--- config.mk ---
export PLATFORM = sky130hd
export DESIGN_NAME = encoder_gear_shift_sequencer
export DESIGN_NICKNAME = d
export VERILOG_FILES = /design/src/sv/egss_pkg.sv /design/src/sv/encoder_gear_shift_sequencer.sv /design/src/sv/egss_quad.sv /design/src/sv/egss_shift.sv
export VERILOG_INCLUDE_DIRS = /design/src /design/src/sv
export SDC_FILE = /design/constraint.sdc
export NUM_CORES = 1
export LEC_CHECK = 0
export BUFFER_PORTS_ARGS = -buffer_cell sky130_fd_sc_hd__buf_2
export CORE_MARGIN = 2
export CORE_UTILIZATION = 30
export CTS_CLUSTER_DIAMETER = 200
export DETAILED_ROUTE_END_ITERATION = 10
export PLACE_DENSITY = 0.58
export SLEW_MARGIN = 20
export SYNTH_ARGS = -nofsm -noshare
export SYNTH_HDL_FRONTEND = slang
export SYNTH_SLANG_ARGS = --single-unit
--- constraint.sdc ---
create_clock -name i_clk -period 5.4 [get_ports i_clk]
set_input_delay 0.27 -clock i_clk [delete_from_list [all_inputs] [get_ports i_clk]]
set_output_delay 0.27 -clock i_clk [all_outputs]
set_load 0.05 [all_outputs]
--- src/sv/encoder_gear_shift_sequencer_assert.svh ---
// Assertion helpers shared by the sequencer RTL.
`ifndef ENCODER_GEAR_SHIFT_SEQUENCER_ASSERT_SVH
`define ENCODER_GEAR_SHIFT_SEQUENCER_ASSERT_SVH

// Same-cycle implication, disabled while reset is low.
`define EGSS_ASSERT_NOW(label, clk, rst_n, ante, cons) \
    label: assert property (@(posedge clk) disable iff (!(rst_n)) (ante) |-> (cons)) \
        else $error("sequencer check failed");

// Next-cycle implication, disabled while reset is low.
`define EGSS_ASSERT_NEXT(label, clk, rst_n, ante, cons) \
    label: assert property (@(posedge clk) disable iff (!(rst_n)) (ante) |=> (cons)) \
        else $error("sequencer check failed");

`endif

--- src/sv/egss_pkg.sv ---
package egss_pkg;

    localparam int TOP_GEAR_DEF   = 6;
    localparam int COUNT_BITS_DEF = 16;

    localparam int GEAR_W    = 3;
    localparam int TIMEOUT_W = 16;
    localparam int TRAVEL_W  = 15;
    localparam int PULSE_W   = 11;
    localparam int CFG_IDX_W = 2;
    localparam int CFG_DAT_W = 16;

    localparam logic [TIMEOUT_W-1:0] TIMEOUT_RST = 16'd500;
    localparam logic [TRAVEL_W-1:0]  TRAVEL_RST  = 15'd512;
    localparam logic [TIMEOUT_W-1:0] ELAPSED_MAX = 16'hFFFF;

    localparam logic [PULSE_W-1:0] PULSE_STOP = 11'd1500;
    localparam logic [PULSE_W-1:0] PULSE_UP   = 11'd1000;
    localparam logic [PULSE_W-1:0] PULSE_DOWN = 11'd2000;

    localparam logic [GEAR_W-1:0] GEAR_FIRST = 3'd1;

    localparam logic [CFG_IDX_W-1:0] CFG_TIMEOUT = 2'd0;
    localparam logic [CFG_IDX_W-1:0] CFG_TRAVEL  = 2'd1;

    typedef enum logic [2:0] {
        STAT_NONE       = 3'd0,
        STAT_UP_DONE    = 3'd1,
        STAT_DOWN_DONE  = 3'd2,
        STAT_UP_ABORT   = 3'd3,
        STAT_DOWN_ABORT = 3'd4,
        STAT_CONFLICT   = 3'd5
    } t_status;

    typedef struct packed {
        logic enc_a;
        logic enc_b;
        logic up_press;
        logic down_press;
        logic ms_tick;
    } t_in_word;

    typedef struct packed {
        logic [GEAR_W-1:0]  gear_now;
        logic [7:0]         ecu_duty;
        logic [PULSE_W-1:0] motor_pulse_us;
        logic               shift_led;
        logic [2:0]         shift_status;
        logic signed [15:0] travel_count;
    } t_out_word;

    typedef struct packed {
        logic [TIMEOUT_W-1:0] timeout_ms;
        logic [TRAVEL_W-1:0]  travel;
    } t_cfg;

    // Inverted ECU duty: 255 - 51 * (gear - 1), clamped to 0..255.
    function automatic logic [7:0] duty_lut(input logic [GEAR_W-1:0] gear);
        logic [7:0] duty;
        case (gear)
            3'd0:    duty = 8'd255;
            3'd1:    duty = 8'd255;
            3'd2:    duty = 8'd204;
            3'd3:    duty = 8'd153;
            3'd4:    duty = 8'd102;
            3'd5:    duty = 8'd51;
            default: duty = 8'd0;
        endcase
        return duty;
    endfunction

endpackage

--- src/sv/encoder_gear_shift_sequencer.sv ---
// Encoder gear shift sequencer.
// Input channel (i_in_valid / o_in_ready / i_in_word): one word per ready clock with the
// sampled encoder levels, up/down press events and a millisecond tick.
// Output channel (o_out_valid / i_out_ready / o_out_word): one word per input word
// with gear, inverted ECU duty, motor pulse width, LED, status and travel count.
// Config channel (i_cfg_valid / o_cfg_ready / i_cfg_index / i_cfg_data): index 0 is
// the shift timeout in ms, index 1 the travel count; other indexes are dropped.
// The port is always ready; write it only while no word is in flight.
// Path: an accepted word is held in two registers, the input word register and
// then the result register. Throughput: one word per clock while the receiver
// takes results, set by the single-pass decode and shift logic between them.
// Stall: when the receiver holds i_out_ready low, the result register holds and
// the input register still takes one more word; then o_in_ready drops.
// Reset (synchronous, active low): gear 1, count and timer zero, no pending
// shift, timeout 500 ms, travel 512 counts, both channels empty.
module encoder_gear_shift_sequencer import egss_pkg::*; #(
    parameter int TOP_GEAR   = TOP_GEAR_DEF,
    parameter int COUNT_BITS = COUNT_BITS_DEF
) (
    input  logic                 i_clk,
    input  logic                 i_rst_n,
    input  logic                 i_in_valid,
    output logic                 o_in_ready,
    input  t_in_word             i_in_word,
    output logic                 o_out_valid,
    input  logic                 i_out_ready,
    output t_out_word            o_out_word,
    input  logic                 i_cfg_valid,
    output logic                 o_cfg_ready,
    input  logic [CFG_IDX_W-1:0] i_cfg_index,
    input  logic [CFG_DAT_W-1:0] i_cfg_data
);

`include "encoder_gear_shift_sequencer_assert.svh"

    logic      r_in_valid;
    t_in_word  r_in_word;
    logic      r_out_valid;
    t_out_word r_out_word;
    t_cfg      r_cfg;
    t_out_word step_word;
    logic      adv_out;
    logic      step;

    // Result slot frees when empty or being taken this cycle.
    assign adv_out    = ~r_out_valid | i_out_ready;
    assign step       = r_in_valid & adv_out;
    assign o_in_ready = ~r_in_valid | adv_out;
    assign o_cfg_ready = 1'b1;

    // Latch the config registers; drop writes beyond the register list.
    always_ff @(posedge i_clk) begin
        if (!i_rst_n) begin
            r_cfg.timeout_ms <= TIMEOUT_RST;
            r_cfg.travel     <= TRAVEL_RST;
        end else if (i_cfg_valid) begin
            case (i_cfg_index)
                CFG_TIMEOUT: r_cfg.timeout_ms <= i_cfg_data;
                CFG_TRAVEL:  r_cfg.travel     <= i_cfg_data[TRAVEL_W-1:0];
                default:     ;
            endcase
        end
    end

    // Input word register.
    always_ff @(posedge i_clk) begin
        if (!i_rst_n) begin
            r_in_valid <= 1'b0;
        end else if (o_in_ready) begin
            r_in_valid <= i_in_valid;
        end
    end

    always_ff @(posedge i_clk) begin
        if (i_in_valid && o_in_ready) begin
            r_in_word <= i_in_word;
        end
    end

    // Decode, latch requests and run the shift sequence in one pass.
    egss_shift #(
        .TOP_GEAR   (TOP_GEAR),
        .COUNT_BITS (COUNT_BITS)
    ) u_shift (
        .i_clk   (i_clk),
        .i_rst_n (i_rst_n),
        .i_step  (step),
        .i_word  (r_in_word),
        .i_cfg   (r_cfg),
        .o_word  (step_word)
    );

    // Result register: advance when the slot frees, hold under stall.
    always_ff @(posedge i_clk) begin
        if (!i_rst_n) begin
            r_out_valid <= 1'b0;
        end else if (adv_out) begin
            r_out_valid <= r_in_valid;
        end
    end

    always_ff @(posedge i_clk) begin
        if (step) begin
            r_out_word <= step_word;
        end
    end

    assign o_out_valid = r_out_valid;
    assign o_out_word  = r_out_word;

    `EGSS_ASSERT_NEXT(a_step_fills_out, i_clk, i_rst_n, step, r_out_valid)
    `EGSS_ASSERT_NOW(a_gear_range, i_clk, i_rst_n, r_out_valid, (r_out_word.gear_now >= GEAR_FIRST) && (r_out_word.gear_now <= GEAR_W'(TOP_GEAR)))
    `EGSS_ASSERT_NOW(a_led_drives, i_clk, i_rst_n, r_out_valid && r_out_word.shift_led, r_out_word.motor_pulse_us != PULSE_STOP)
    `EGSS_ASSERT_NOW(a_end_stops, i_clk, i_rst_n, r_out_valid && (r_out_word.shift_status != STAT_NONE), (!r_out_word.shift_led) && (r_out_word.motor_pulse_us == PULSE_STOP))

endmodule

--- src/sv/egss_quad.sv ---
module egss_quad import egss_pkg::*; #(
    parameter int COUNT_BITS = COUNT_BITS_DEF
) (
    input  logic                         i_a,
    input  logic                         i_b,
    input  logic                         i_last_a,
    input  logic                         i_last_b,
    input  logic signed [COUNT_BITS-1:0] i_count,
    output logic signed [COUNT_BITS-1:0] o_count
);

    localparam logic [COUNT_BITS-1:0] CNT_MAX = {1'b0, {(COUNT_BITS-1){1'b1}}};
    localparam logic [COUNT_BITS-1:0] CNT_MIN = {1'b1, {(COUNT_BITS-1){1'b0}}};

    logic da;
    logic db;
    logic step_up;
    logic step_dn;

    assign da = i_a ^ i_last_a;
    assign db = i_b ^ i_last_b;

    // Single-line change only; both lines flipping is a lost step.
    assign step_up = (da & ~db & (i_a ^ i_b)) | (db & ~da & ~(i_a ^ i_b));
    assign step_dn = (da & ~db & ~(i_a ^ i_b)) | (db & ~da & (i_a ^ i_b));

    always_comb begin
        o_count = i_count;
        if (step_up && (i_count != CNT_MAX)) begin
            o_count = i_count + COUNT_BITS'(1);
        end else if (step_dn && (i_count != CNT_MIN)) begin
            o_count = i_count - COUNT_BITS'(1);
        end
    end

endmodule

--- src/sv/egss_shift.sv ---
module egss_shift import egss_pkg::*; #(
    parameter int TOP_GEAR   = TOP_GEAR_DEF,
    parameter int COUNT_BITS = COUNT_BITS_DEF
) (
    input  logic      i_clk,
    input  logic      i_rst_n,
    input  logic      i_step,
    input  t_in_word  i_word,
    input  t_cfg      i_cfg,
    output t_out_word o_word
);

    localparam int CMP_W = ((COUNT_BITS > TRAVEL_W) ? COUNT_BITS : TRAVEL_W) + 2;

    logic signed [COUNT_BITS-1:0] r_count;
    logic signed [COUNT_BITS-1:0] n_count;
    logic signed [COUNT_BITS-1:0] dec_count;
    logic                         r_last_a;
    logic                         r_last_b;
    logic                         r_up_pend;
    logic                         n_up_pend;
    logic                         r_dn_pend;
    logic                         n_dn_pend;
    logic                         r_up_idle;
    logic                         n_up_idle;
    logic                         r_dn_idle;
    logic                         n_dn_idle;
    logic [TIMEOUT_W-1:0]         r_elapsed;
    logic [TIMEOUT_W-1:0]         n_elapsed;
    logic [TIMEOUT_W-1:0]         el_tick;
    logic [GEAR_W-1:0]            r_gear;
    logic [GEAR_W-1:0]            n_gear;

    logic                 up_req;
    logic                 dn_req;
    logic                 conflict;
    logic                 up_go;
    logic                 dn_go;
    logic                 up_ref;
    logic                 dn_ref;
    logic                 up_start;
    logic                 dn_start;
    logic                 in_time;
    logic                 up_done;
    logic                 dn_done;
    logic signed [CMP_W-1:0] cnt_x;
    logic signed [CMP_W-1:0] thr_x;
    logic [PULSE_W-1:0]   pulse;
    logic                 led;
    t_status              status;

    egss_quad #(
        .COUNT_BITS(COUNT_BITS)
    ) u_quad (
        .i_a      (i_word.enc_a),
        .i_b      (i_word.enc_b),
        .i_last_a (r_last_a),
        .i_last_b (r_last_b),
        .i_count  (r_count),
        .o_count  (dec_count)
    );

    assign up_req   = r_up_pend | i_word.up_press;
    assign dn_req   = r_dn_pend | i_word.down_press;
    assign conflict = up_req & dn_req;
    assign up_go    = up_req & ~conflict;
    assign dn_go    = dn_req & ~conflict;
    assign up_ref   = r_gear >= GEAR_W'(TOP_GEAR);
    assign dn_ref   = r_gear <= GEAR_FIRST;
    assign up_start = up_go & ~up_ref & r_up_idle;
    assign dn_start = dn_go & ~dn_ref & r_dn_idle;

    assign el_tick  = (i_word.ms_tick && (r_elapsed != ELAPSED_MAX))
                    ? r_elapsed + TIMEOUT_W'(1) : r_elapsed;
    assign n_elapsed = (up_start | dn_start) ? '0 : el_tick;
    assign n_count   = (up_start | dn_start) ? '0 : dec_count;
    assign in_time   = n_elapsed < i_cfg.timeout_ms;

    assign cnt_x   = {{(CMP_W-COUNT_BITS){n_count[COUNT_BITS-1]}}, n_count};
    assign thr_x   = {{(CMP_W-TRAVEL_W){1'b0}}, i_cfg.travel};
    assign up_done = cnt_x < -thr_x;
    assign dn_done = cnt_x >= thr_x;

    always_comb begin
        n_up_pend = up_req;
        n_dn_pend = dn_req;
        n_up_idle = r_up_idle;
        n_dn_idle = r_dn_idle;
        n_gear    = r_gear;
        pulse     = PULSE_STOP;
        led       = 1'b0;
        status    = STAT_NONE;
        if (conflict) begin
            n_up_pend = 1'b0;
            n_dn_pend = 1'b0;
            status    = STAT_CONFLICT;
        end else if (up_go) begin
            if (up_start) begin
                n_up_idle = 1'b0;
            end
            if (!up_ref && in_time) begin
                if (up_done) begin
                    n_up_pend = 1'b0;
                    n_up_idle = 1'b1;
                    n_gear    = r_gear + GEAR_W'(1);
                    status    = STAT_UP_DONE;
                end else begin
                    led   = 1'b1;
                    pulse = PULSE_UP;
                end
            end else begin
                n_up_pend = 1'b0;
                n_up_idle = 1'b1;
                status    = STAT_UP_ABORT;
            end
        end else if (dn_go) begin
            if (dn_start) begin
                n_dn_idle = 1'b0;
            end
            if (!dn_ref && in_time) begin
                if (dn_done) begin
                    n_dn_pend = 1'b0;
                    n_dn_idle = 1'b1;
                    n_gear    = r_gear - GEAR_W'(1);
                    status    = STAT_DOWN_DONE;
                end else begin
                    led   = 1'b1;
                    pulse = PULSE_DOWN;
                end
            end else begin
                n_dn_pend = 1'b0;
                n_dn_idle = 1'b1;
                status    = STAT_DOWN_ABORT;
            end
        end
    end

    always_ff @(posedge i_clk) begin
        if (!i_rst_n) begin
            r_count   <= '0;
            r_last_a  <= 1'b0;
            r_last_b  <= 1'b0;
            r_up_pend <= 1'b0;
            r_dn_pend <= 1'b0;
            r_up_idle <= 1'b1;
            r_dn_idle <= 1'b1;
            r_elapsed <= '0;
            r_gear    <= GEAR_FIRST;
        end else if (i_step) begin
            r_count   <= n_count;
            r_last_a  <= i_word.enc_a;
            r_last_b  <= i_word.enc_b;
            r_up_pend <= n_up_pend;
            r_dn_pend <= n_dn_pend;
            r_up_idle <= n_up_idle;
            r_dn_idle <= n_dn_idle;
            r_elapsed <= n_elapsed;
            r_gear    <= n_gear;
        end
    end

    assign o_word.gear_now       = n_gear;
    assign o_word.ecu_duty       = duty_lut(n_gear);
    assign o_word.motor_pulse_us = pulse;
    assign o_word.shift_led      = led;
    assign o_word.shift_status   = status;
    assign o_word.travel_count   = cnt_x[15:0];

endmodule
# Word-level counts from Yosys, hierarchy flattened
# Cells that the tools add are included.
[totals] ff_bits=121 inputBits=28 output_inout_bits=45
[op_classes] n_addsub=6 magnitude_cmp=5 eq_ne=11 n_mux=46 bitwise_logic=33 reduce_logical=15
[ops] cell="2-to-1 mux 16 bit" n=5
[ops] cell="2-to-1 mux 11 bit" n=5
[ops] cell="one-hot mux 8 bit (5 select lines)" n=1
[ops] cell="!= test 16 bit, second input constant" n=2
[ops] cell="2-to-1 mux 3 bit" n=10
[ops] cell="2-to-1 mux 1 bit" n=22
[ops] cell="less-than comparator 16 x 18 -> 1 bit" n=1
[ops] cell="negator 15 -> 18 bit" n=1
[ops] cell="adder 16 x 1 -> 16 bit, second input constant" n=1
[ops] cell="adder 16 x 2 -> 16 bit, second input constant" n=1
[ops] cell="greater-or-equal comparator 16 bit" n=1
[ops] cell="less-than comparator 16 bit" n=1
[ops] cell="!= test 16 x 15 -> 1 bit, second input constant" n=1
[ops] cell="subtractor 16 x 2 -> 16 bit, second input constant" n=1
[ops] cell="bitwise AND 1 bit" n=14
[ops] cell="2-to-1 mux 10 bit" n=1
[ops] cell="inverter 1 bit" n=9
[ops] cell="OR 1 bit" n=7
[ops] cell="equality test 3 x 2 -> 1 bit, second input constant" n=2
[ops] cell="equality test 3 bit, second input constant" n=2
[ops] cell="logical AND 1 bit" n=6
[ops] cell="!= test 3 x 1 -> 1 bit, second input constant" n=2
[ops] cell="AND reduction 5 bit" n=1
[ops] cell="2-to-1 mux 2 bit" n=2
[ops] cell="13 further kinds" n=17

# Depth between registers and ports, before layout
# Gate-level depths: netlist of the first run.
[depth] word_depth=18 mapped_depth=20 mapped_depth_nobuf=20

# Hierarchy
# Synthesis of the first run repeated with hierarchy kept, for this count alone.
[hier_totals] hier_cells=809 hier_area_um2=7387.1
[modules_own_cells] mod="egss_shift" instances=1 cells_per_inst=512 area_per_inst_um2=3823.7 seq_area_each_um2=820.8
[modules_own_cells] mod="encoder_gear_shift_sequencer" instances=1 cells_per_inst=185 area_per_inst_um2=2767.7 seq_area_each_um2=2072.0
[modules_own_cells] mod="egss_quad" instances=1 cells_per_inst=112 area_per_inst_um2=795.8 seq_area_each_um2=0.0

# Worst setup path after synthesis of the first run
# Ideal clock, no wire load.
[synth_timing] path_type="flip-flop to flip-flop" from="register u_shift.r_elapsed[0]" to="register r_out_word (netlist bit o_out_word[35]) (data pin)" setup_time_ns=0.261 t_arrival_ns=3.796 required_time_ns=5.139 path_slack_ns=1.343 path_stages_with_launch=20 path_buffers=0 synth_period_minus_slack_ns=4.057 cell_sequence="dfxtp_1 > ha_1 > nand4_1 > o41ai_1 > nor3_1 > nand2_1 > nor2_1 > nand2_1 > xor2_1 > nor2_1 > ha_1 > nand2_1 > nor2_1 > a211oi_1 > o211ai_1 > nor3b_2 > nand3_2 > o211a_1 > or2_4 > maj3_2"
[synth_between] elab_chain_len=13
[synth_lines] item="from (decl)" line_no="egss_shift.sv:28" text="logic [TIMEOUT_W-1:0] r_elapsed;"
[synth_lines] item="from (signal assigned)" line_no="egss_shift.sv:157" text="r_elapsed <= n_elapsed;"
[synth_lines] item="branches (longest 2 deep; another with adder 16 x 1 -> 16 bit)"
[synth_lines] item="2-to-1 mux 16 bit (*)" line_no="egss_shift.sv:74" text="? r_elapsed + TIMEOUT_W'(1) : r_elapsed;"
[synth_lines] item="2-to-1 mux 16 bit (*)" line_no="egss_shift.sv:75" text="assign n_elapsed = (up_start | dn_start) ? '0 : el_tick;"
[synth_lines] item="named net u_shift.n_elapsed[11]" line_no="egss_shift.sv:29" text="logic [TIMEOUT_W-1:0] n_elapsed;"
[synth_lines] item="less-than comparator 16 bit (*)" line_no="egss_shift.sv:77" text="assign in_time = n_elapsed < i_cfg.timeout_ms;"
[synth_lines] item="logical AND 1 bit" line_no="egss_shift.sv:120" text="if (!dn_ref && in_time) begin"
[synth_lines] item="2-to-1 mux 3 bit" line_no="egss_shift.sv:120"
[synth_lines] item="2-to-1 mux 3 bit" line_no="egss_shift.sv:116" text="end else if (dn_go) begin"
[synth_lines] item="2-to-1 mux 3 bit (*)" line_no="egss_shift.sv:97" text="end else if (up_go) begin"
[synth_lines] item="2-to-1 mux 3 bit (*)" line_no="egss_shift.sv:93" text="if (conflict) begin"
[synth_lines] item="equality test 3 x 1 -> 1 bit / logical NOT 3 bit (equally long branches)" line_no="egss_pkg.sv:60" text="case (gear)"
[synth_lines] item="OR reduction 2 bit (no source line)"
[synth_lines] item="one-hot mux 8 bit (5 select lines) (*)" line_no="egss_pkg.sv:60"
[synth_lines] item="to (signal assigned)" line_no="encoder_gear_shift_sequencer.sv:104" text="r_out_word <= step_word;"
[synth_lines] item="to (decl)" line_no="encoder_gear_shift_sequencer.sv:39" text="t_out_word r_out_word;"
# Mark *: on every way through the listed nets, which the timed path passes.
# A chain may end at the register's enable or synchronous reset.

==> report_table.html, run 1 <==
<table>
<tr><th>Metric</th><th>Value</th></tr>
<tr><th colspan="2">Status</th></tr>
<tr><td>Outcome</td><td>completed</td></tr>
<tr><th colspan="2">Routing</th></tr>
<tr><td>Drt first-iter violations</td><td>243</td></tr>
<tr><td>Vias post-DR</td><td>between 5000 and 6000</td></tr>
<tr><td>Aggregate routed wire length</td><td>roughly 16000 µm</td></tr>
<tr><td>Number of nets still failing antenna checks after routing</td><td>0</td></tr>
<tr><td>1st-pass router iterations</td><td>5</td></tr>
<tr><td>Vias per inst</td><td>4.801</td></tr>
<tr><td>Wire per inst</td><td>about 14 µm</td></tr>
<tr><td>Detailed-route DRC error count</td><td>0</td></tr>
<tr><th colspan="2">Critical path</th></tr>
<tr><td>CP max stage cell</td><td>sky130_fd_sc_hd__a31oi_1</td></tr>
<tr><td>Data required time of the critical path</td><td>5.52 ns</td></tr>
<tr><td>Element type at the critical path start</td><td>flip-flop</td></tr>
<tr><td>Critical path class</td><td>flip-flop to flip-flop</td></tr>
<tr><td>Worst path max stage delay</td><td>slightly above 0.5 ns</td></tr>
<tr><td>Launching element of the worst setup path</td><td>u_shift.r_count[1]</td></tr>
<tr><td>Biggest fanout along the worst timing path</td><td>6</td></tr>
<tr><td>Cell chain of the critical path</td><td>ha_1 -&gt; nand2b_1 -&gt; nor3_1 -&gt; a31oi_1 -&gt; a211o_1 -&gt; a31oi_1 -&gt; ha_1 -&gt; nor2b_1 -&gt; o211ai_1 -&gt; a2111oi_0 -&gt; or3_1 -&gt; a31oi_1 -&gt; nand3_1 -&gt; o211a_1 -&gt; or2_4 -&gt; maj3_2</td></tr>
<tr><td>Setup slack of the worst register-to-register path</td><td>about 0.63 ns</td></tr>
<tr><td>Origin of the critical flop-to-flop path</td><td>u_shift.r_count[1]</td></tr>
<tr><td>Worst Reg-to-Reg Cells</td><td>16</td></tr>
<tr><td>Crit path DAT</td><td>between 4 and 5 ns</td></tr>
<tr><td>Cell repeated most along the worst path</td><td>sky130_fd_sc_hd__a31oi_1</td></tr>
<tr><td>Reg-to-reg critical path endpoint</td><td>o_out_word[35]</td></tr>
<tr><td>Capturing instance or port of the critical path</td><td>o_out_word[35]</td></tr>
<tr><td>Critical path endpoint category</td><td>flip-flop</td></tr>
<tr><th colspan="2">Floorplan</th></tr>
<tr><td>Starting Density</td><td>0.3070</td></tr>
<tr><td>Die Outline Area</td><td>around 24000 µm²</td></tr>
<tr><td>IO Count</td><td>between 70 and 80</td></tr>
<tr><td>Vertical die dimension</td><td>153.9 µm</td></tr>
<tr><td>Core Footprint</td><td>~22000 µm²</td></tr>
<tr><td>Overall die width</td><td>between 150 and 200 µm</td></tr>
<tr><td>Site Rows</td><td>54</td></tr>
<tr><th colspan="2">STA</th></tr>
<tr><td>Unrepaired setup endpoints after global routing</td><td>false</td></tr>
<tr><td>Hold Vio Cnt, Final</td><td>0</td></tr>
<tr><td>Final slew viol count</td><td>0</td></tr>
<tr><td>Fin worst setup slack</td><td>0.6273 ns</td></tr>
<tr><td>Worst clock skew</td><td>around 0.012 ns</td></tr>
<tr><td>Ratio of final minimum period to clock period</td><td>0.8838</td></tr>
<tr><td>Setup tns final</td><td>0 ns</td></tr>
<tr><td>FMAX</td><td>0.2095 GHz</td></tr>
<tr><td>Final setup fails</td><td>0</td></tr>
<tr><td>Max transition margin</td><td>0.3993</td></tr>
<tr><td>Worst Tran Pin Value</td><td>0.8895 ns</td></tr>
<tr><td>Crit path time final</td><td>~4.8 ns</td></tr>
<tr><th colspan="2">Global routing</th></tr>
<tr><td>Number of antenna violations at the first check in global routing</td><td>0</td></tr>
<tr><td>First-pass GRT wire length</td><td>25770 µm</td></tr>
<tr><td>Largest net degree at the start of global routing</td><td>78</td></tr>
<tr><td>GRT Residual Overflow</td><td>0</td></tr>
<tr><td>Via count of the first global-routing pass</td><td>5052</td></tr>
<tr><td>Combined global-route utilization of all metal layers</td><td>0.1351</td></tr>
<tr><th colspan="2">Clock network</th></tr>
<tr><td>Resize count post-CTS</td><td>0</td></tr>
<tr><td>Cts bufs inserted</td><td>9</td></tr>
<tr><td>Number of hold buffers added after cts</td><td>0</td></tr>
<tr><td>Root buffer cell</td><td>sky130_fd_sc_hd__clkbuf_16</td></tr>
<tr><td>TritonCTS clock tree</td><td>built</td></tr>
<tr><td>Clock H-tree levels</td><td>3</td></tr>
<tr><td>Clock Pin Slew Worst Setup and Hold Paths</td><td>approximately 0.08 ns</td></tr>
<tr><td>Clock latency of the later-clocked register in the worst-skew pair</td><td>0.36 ns</td></tr>
<tr><td>CTS sink cnt</td><td>110</td></tr>
<tr><td>CTS Buffer Depth</td><td>2</td></tr>
<tr><td>Number of buffers inserted by post-CTS setup repair</td><td>0</td></tr>
<tr><th colspan="2">Layout</th></tr>
<tr><td>Area added between synthesis and finish</td><td>11.47%</td></tr>
<tr><td>Final layout net count</td><td>around 910</td></tr>
<tr><td>Fraction of final layout cells with drive strength greater than 1</td><td>0.1333</td></tr>
<tr><td>N_diodes</td><td>0</td></tr>
<tr><th colspan="2">Pwr</th></tr>
<tr><td>P per Cell Area</td><td>between 200 and 300 nW/µm²</td></tr>
<tr><td>VDD IR max</td><td>about 0.14 mV</td></tr>
<tr><td>Static leakage</td><td>approximately 2.9 nW</td></tr>
<tr><th colspan="2">Placed design</th></tr>
<tr><td>Worst-case setup slack after placement</td><td>0.6346 ns</td></tr>
<tr><td>Detailed placer's ending HPWL</td><td>~12000 µm</td></tr>
<tr><td>IO Port Bufs</td><td>66</td></tr>
<tr><td>Final weighted congestion in routability-driven placement</td><td>roughly 0.83</td></tr>
<tr><th colspan="2">Synthesis</th></tr>
<tr><td>Portion of netlist area occupied by mux cells</td><td>0.004454</td></tr>
<tr><td>Top flip-flop cell by instance count after synthesis</td><td>sky130_fd_sc_hd__dfxtp_1</td></tr>
<tr><td>Number of synthesized flops with an enable pin</td><td>36</td></tr>
<tr><td>Number of warnings reported in the yosys synthesis log</td><td>0</td></tr>
<tr><td>Cell area after synthesis</td><td>between 6000 and 7000 µm²</td></tr>
<tr><td>Mapped Avg Cell Area</td><td>around 8.6 µm²</td></tr>
<tr><td>Register bit count reported by yosys</td><td>110</td></tr>
<tr><td>Cell variety after synth</td><td>a little over 70</td></tr>
<tr><td>Main combinational cell family by area after synthesis</td><td>simple AND/OR/NAND/NOR gates</td></tr>
<tr><td>Fraction of registers with async set or reset after synthesis</td><td>0</td></tr>
<tr><td>Synth Instances</td><td>788</td></tr>
<tr><td>Simple-gate share of the synthesized area</td><td>0.2311</td></tr>
<tr><td>Adder and majority gate portion of the synthesized area</td><td>0.1073</td></tr>
<tr><td>Seq/Total Area, Yosys</td><td>0.3801</td></tr>
<tr><td>Xor-xnor portion of the synthesized cell area</td><td>0.04937</td></tr>
<tr><td>Complex-gate fraction of the synthesized area</td><td>0.1611</td></tr>
<tr><th colspan="2">Min path</th></tr>
<tr><td>Worst hold-check path type</td><td>primary input to flip-flop</td></tr>
<tr><td>Depth of the worst hold-timing path</td><td>1</td></tr>
<tr><th colspan="2">Run</th></tr>
<tr><td>Max-cap violations</td><td>0</td></tr>
</table>
## area by class of cell
type	instances	area, µm²
inverters	54	202.7
multi-input cells	582	3757
well taps	280	350.3
flip-flops and latches	110	2562
fillers	2319	14440
clock inverters	6	43.79
repair buffers	71	367.9
clock buffers	10	230.2
## synth_stat cells, types with 14 or more instances
cell type | number | area [µm²]
sky130_fd_sc_hd__nand2_1 | 149 | 559.3
sky130_fd_sc_hd__dfxtp_1 | 74 | 1481
sky130_fd_sc_hd__nor2_1 | 60 | 225.2
sky130_fd_sc_hd__ha_1 | 56 | 700.7
sky130_fd_sc_hd__a21boi_0 | 54 | 405.4
sky130_fd_sc_hd__inv_1 | 54 | 202.7
sky130_fd_sc_hd__edfxtp_1 | 36 | 1081
sky130_fd_sc_hd__clkbuf_1 | 26 | 97.59
sky130_fd_sc_hd__nand3_1 | 25 | 125.1
sky130_fd_sc_hd__a21oi_1 | 24 | 120.1
sky130_fd_sc_hd__xnor2_1 | 24 | 210.2
sky130_fd_sc_hd__o21ai_0 | 16 | 80.08
sky130_fd_sc_hd__nand4_1 | 15 | 93.84
sky130_fd_sc_hd__xor2_1 | 14 | 122.6
## where the power goes
part	switching, mW	leakage, nW	internal [mW]	total [mW]
clock	0.318	0.136	0.318	0.636
combinational	0.284	1.85	0.153	0.437
sequential	0.0232	0.928	0.893	0.916
total	0.625	2.92	1.36	1.99
## per-stage QoR
stage | hold WS [ns] | std cells | power, mW | util | area, µm²
after floorplan | 0.3689 | 792 | 1.269 | - | 6756
after global placement | 0.4486 | 1097 | 1.371 | 0.3297 | 7241
after detailed placement | 0.4525 | 1097 | 1.375 | 0.3297 | 7241
after CTS | 0.07000 | 1113 | 2.014 | 0.3422 | 7515
after global routing | 0.06849 | 1113 | 2.093 | 0.3422 | 7515
final | 0.07956 | 1113 | 1.989 | 0.3422 | 7515
## logic make-up after synthesis
group | after synthesis
XOR/XNOR | 38
adder cells (fa/ha/maj) | 58
flip-flops | 110
AND/OR/NAND/NOR | 323
other | 2
multiplexers | 3
AO/OA/AOI/OAI | 154
buffers and inverters | 100
## worst max-delay path: cells and delay by family (launching register included)
family / cells / cell delay [ns]
flip-flops: 1 / 0.43
AO/OA/AOI/OAI: 7 / 1.91
adder cells (fa/ha/maj): 3 / 0.88
AND/OR/NAND/NOR: 6 / 1.29
## how the worst min path moves through the flow
| stage | startpoint | end |
|---|---|---|
| finish | i_in_word[2] | r_in_word[2] |
| floorplan | i_in_word[0] | r_in_word[0] |
| global route | i_in_word[2] | r_in_word[2] |
| detailed placement | i_in_word[3] | r_in_word[3] |
| CTS | i_in_word[2] | r_in_word[2] |
| global placement | i_in_word[3] | r_in_word[3] |
## layout by cell type, fill, tap and decap left out, drive strengths merged, types with 3 or more instances in the layout
master  instances
xnor2          24
dfxtp          74
nor2           60
mux2i           3
a21boi         54
nor3b           5
o31ai           4
a211o           4
nor3           15
or3             5
xor2           14
and3            3
buf            71
nand4          15
nor4           11
a31oi           6
ha             56
o21ai          18
clkbuf         10
o211ai         13
a21oi          24
o21a            5
edfxtp         36
a21o            5
and2            8
nand2b          5
clkinv          3
inv            56
nand2         149
conb            6
nor2b           7
nand3          27
## state kept, by name, indices dropped and copies added, names as in the netlist
signal	count
o_out_word	31
r_cfg	31
u_shift.r_count	16
u_shift.r_elapsed	16
r_in_word	5
u_shift.r_gear	3
o_out_valid	1
r_in_valid	1
u_shift.r_dn_idle	1
u_shift.r_dn_pend	1
u_shift.r_last_a	1
u_shift.r_last_b	1
u_shift.r_up_idle	1
u_shift.r_up_pend	1
## layer usage
metal / GRT usage / wire (µm) / up-vias
met5: 0 / 0 / -
met4: 0.02448 / 116 / 0
met3: 0.03157 / 603 / 8
met2: 0.2214 / 7170 / 79
met1: 0.1840 / 7768 / 2457
li1: - / - / 2799
Power figures use the tool's default switching activity.
==> inputs of run 2 (changes only) <==
CORE_MARGIN = 3   (was 2)
PLACE_DENSITY = default   (was 0.58)
==> run 2 against run 1 <==
Via count is 0.88% higher. Highest routed layer unchanged. Register-to-register slack worse by 0.11 ns. Largest cell class unchanged. Largest power group unchanged. Clock skew is 0.0050 ns lower. Critical endpoint is now o_out_word[37].
==> report_table.html, run 2 (synthesis gave the netlist of run 1 again) <==
<table>
<tr><th>Metric</th><th>Value</th></tr>
<tr><th colspan="2">Floorplan</th></tr>
<tr><td>Site Rows</td><td>54 (unchanged)</td></tr>
<tr><td>Overall die width</td><td>155.9 µm (+1.3%)</td></tr>
<tr><td>Core Footprint</td><td>21960 µm² (unchanged)</td></tr>
<tr><td>Die Outline Area</td><td>24310 µm² (+2.6%)</td></tr>
<tr><td>Vertical die dimension</td><td>155.9 µm (+1.3%)</td></tr>
<tr><td>IO Count</td><td>73 (unchanged)</td></tr>
<tr><td>Starting Density</td><td>0.3070 (unchanged)</td></tr>
<tr><th colspan="2">STA</th></tr>
<tr><td>Worst Tran Pin Value</td><td>0.9113 ns (+0.02186 ns)</td></tr>
<tr><td>Ratio of final minimum period to clock period</td><td>0.9035 (+0.01962)</td></tr>
<tr><td>Worst clock skew</td><td>0.006504 ns (-0.005040 ns)</td></tr>
<tr><td>Final slew viol count</td><td>0 (unchanged)</td></tr>
<tr><td>Max transition margin</td><td>0.3845 (-0.01477)</td></tr>
<tr><td>Worst-case hold slack</td><td>0.09312 ns (+0.01356 ns)</td></tr>
<tr><td>Crit path time final</td><td>4.879 ns (+0.1059 ns)</td></tr>
<tr><td>FMAX</td><td>0.2050 GHz (-2.2%)</td></tr>
<tr><td>Hold Vio Cnt, Final</td><td>0 (unchanged)</td></tr>
<tr><td>Setup tns final</td><td>0 ns (unchanged)</td></tr>
<tr><td>Final setup fails</td><td>0 (unchanged)</td></tr>
<tr><td>Unrepaired setup endpoints after global routing</td><td>false</td></tr>
<tr><th colspan="2">Placed design</th></tr>
<tr><td>Post-Place Cell Area</td><td>7253 µm² (+0.17%)</td></tr>
<tr><td>Final weighted congestion in routability-driven placement</td><td>0.8313 (-0.37%)</td></tr>
<tr><td>Detailed placer's ending HPWL</td><td>11810 µm (+0.18%)</td></tr>
<tr><td>IO Port Bufs</td><td>66 (unchanged)</td></tr>
<tr><th colspan="2">Global routing</th></tr>
<tr><td>GRT Residual Overflow</td><td>0 (unchanged)</td></tr>
<tr><td>Largest net degree at the start of global routing</td><td>78 (unchanged)</td></tr>
<tr><td>First-pass GRT wire length</td><td>26130 µm (+1.4%)</td></tr>
<tr><td>Combined global-route utilization of all metal layers</td><td>0.1326 (-0.002539)</td></tr>
<tr><td>Number of antenna violations at the first check in global routing</td><td>0 (unchanged)</td></tr>
<tr><td>Via count of the first global-routing pass</td><td>5123 (+1.4%)</td></tr>
<tr><th colspan="2">Routing</th></tr>
<tr><td>Wire per inst</td><td>14.07 µm (about the same)</td></tr>
<tr><td>1st-pass router iterations</td><td>4 (-1)</td></tr>
<tr><td>Number of nets still failing antenna checks after routing</td><td>0 (unchanged)</td></tr>
<tr><td>Aggregate routed wire length</td><td>15690 µm (+0.22%)</td></tr>
<tr><td>Drt first-iter violations</td><td>293 (+21%)</td></tr>
<tr><td>Detailed-route DRC error count</td><td>0 (unchanged)</td></tr>
<tr><td>Vias per inst</td><td>4.834 (+0.70%)</td></tr>
<tr><td>Vias post-DR</td><td>5390 (+0.88%)</td></tr>
<tr><th colspan="2">Critical path</th></tr>
<tr><td>Cell chain of the critical path</td><td>nand4_1 -&gt; nor3_1 -&gt; a31oi_1 -&gt; a211o_1 -&gt; a31oi_1 -&gt; ha_1 -&gt; nor2b_1 -&gt; o211ai_1 -&gt; a2111oi_0 -&gt; or3_1 -&gt; a31oi_1 -&gt; nand3_1 -&gt; o211a_1 -&gt; or2_4 -&gt; maj3_2</td></tr>
<tr><td>Data required time of the critical path</td><td>5.51 ns (about the same)</td></tr>
<tr><td>Critical path class</td><td>flip-flop to flip-flop</td></tr>
<tr><td>CP max stage cell</td><td>sky130_fd_sc_hd__dfxtp_1</td></tr>
<tr><td>Critical path endpoint category</td><td>flip-flop</td></tr>
<tr><td>Element type at the critical path start</td><td>flip-flop</td></tr>
<tr><td>Crit path DAT</td><td>4.99 ns (+0.10 ns)</td></tr>
<tr><td>Cell repeated most along the worst path</td><td>sky130_fd_sc_hd__a31oi_1</td></tr>
<tr><td>Biggest fanout along the worst timing path</td><td>10 (+4)</td></tr>
<tr><td>Worst path max stage delay</td><td>0.53 ns (+0.02 ns)</td></tr>
<tr><th colspan="2">Status</th></tr>
<tr><td>Outcome</td><td>completed</td></tr>
<tr><th colspan="2">Layout</th></tr>
<tr><td>Final layout net count</td><td>912 (unchanged)</td></tr>
<tr><td>Leading cell type in the layout, fill and taps excluded</td><td>sky130_fd_sc_hd__nand2_1</td></tr>
<tr><td>Fill count</td><td>2286 (-1.4%)</td></tr>
<tr><td>Multi-input gate area in the final layout</td><td>3757 µm² (unchanged)</td></tr>
<tr><td>Fraction of final layout cells with drive strength greater than 1</td><td>0.1285 (-0.004802)</td></tr>
<tr><td>Area added between synthesis and finish</td><td>11.62%</td></tr>
<tr><td>Most frequent cells in the layout</td><td>149 x sky130_fd_sc_hd__nand2_1, 74 x sky130_fd_sc_hd__dfxtp_1, 66 x sky130_fd_sc_hd__buf_2</td></tr>
<tr><td>Area taken by flip-flops and latches</td><td>2562 µm² (unchanged)</td></tr>
<tr><td>Layout Cell Area excl Fill</td><td>7525 µm² (+0.13%)</td></tr>
<tr><th colspan="2">Clock network</th></tr>
<tr><td>Number of hold buffers added after cts</td><td>0 (unchanged)</td></tr>
<tr><td>Clock H-tree levels</td><td>3 (unchanged)</td></tr>
<tr><td>Root buffer cell</td><td>sky130_fd_sc_hd__clkbuf_16</td></tr>
<tr><td>Resize count post-CTS</td><td>0 (unchanged)</td></tr>
<tr><td>CTS sink cnt</td><td>110 (unchanged)</td></tr>
<tr><td>Number of buffers inserted by post-CTS setup repair</td><td>0 (unchanged)</td></tr>
<tr><td>Clock latency of the later-clocked register in the worst-skew pair</td><td>0.36 ns (about the same)</td></tr>
<tr><td>CTS Buffer Depth</td><td>2 (unchanged)</td></tr>
<tr><td>TritonCTS clock tree</td><td>built</td></tr>
<tr><td>Clock Pin Slew Worst Setup and Hold Paths</td><td>0.07 ns (about the same)</td></tr>
<tr><td>Cts bufs inserted</td><td>9 (unchanged)</td></tr>
<tr><th colspan="2">Run</th></tr>
<tr><td>Max-cap violations</td><td>0 (unchanged)</td></tr>
<tr><th colspan="2">Pwr</th></tr>
<tr><td>VDD IR max</td><td>0.1392 mV (-3.9%)</td></tr>
<tr><td>P per Cell Area</td><td>262.3 nW/µm² (-0.88%)</td></tr>
<tr><td>Static leakage</td><td>2.916 nW (-0.10%)</td></tr>
<tr><th colspan="2">Min path</th></tr>
<tr><td>Worst hold-check path type</td><td>primary input to flip-flop</td></tr>
</table>
-- run 2: per-layer routing --
metal  GRT usage  part of all wire
met3     0.03107             0.038
met2      0.2052              0.44
met5           0                 0
met1      0.1885              0.51
met4     0.02944             0.013
-- run 2: per-stage QoR --
stage | util | power, mW | setup WS [ns] | instances
6_report | 0.3427 | 1.974 | 0.5213 | 1115
2_1_floorplan | - | 1.269 | 1.343 | 792
3_5_place_dp | 0.3303 | 1.376 | 0.5651 | 1097
4_1_cts | 0.3425 | 2.006 | 0.5384 | 1113
3_3_place_gp | 0.3303 | 1.371 | 0.5890 | 1097
5_1_grt | 0.3425 | 2.088 | 0.04402 | 1113
-- run 2: report_power, final --
| part | total [mW] | internal [mW] | leakage (nW) | switching (mW) |
|---|---|---|---|---|
| Clock | 0.619 | 0.312 | 0.130 | 0.307 |
| Combinational | 0.439 | 0.154 | 1.86 | 0.285 |
| Sequential | 0.917 | 0.893 | 0.928 | 0.0237 |
-- run 2: layout make-up --
| class | count | share of cell area |
|---|---|---|
| Multi-Input combinational cell | 582 | 0.4993 |
| Timing Repair Buffer | 71 | 0.05055 |
| Clock buffer | 10 | 0.03043 |
| Antenna cell | 2 | 0.0006651 |
| Sequential cell | 110 | 0.3405 |
| Clock inverter | 6 | 0.004988 |
| Tap cell | 280 | 0.04656 |
| Inverter | 54 | 0.02694 |
-- run 2: path summary, 6_finish.rpt --
path	startpoint	endpoint	slack (ns)	depth (start not counted)
worst max-delay path	u_shift.r_count[11]	o_out_word[37]	0.52	15
worst min-delay path	i_in_word[0]	r_in_word[0]	0.09	1
worst max register to register	u_shift.r_count[11]	o_out_word[37]	0.52	15
worst min register to register	r_cfg[16]	r_cfg[16]	0.47	2
-- run 2: critical path, delay by kind of cell, from the launching register on --
family / cells / cell delay [ns]
simple gates: 6 / 1.51
fa+ha+maj: 2 / 0.62
flops: 1 / 0.53
compound gates: 7 / 1.98
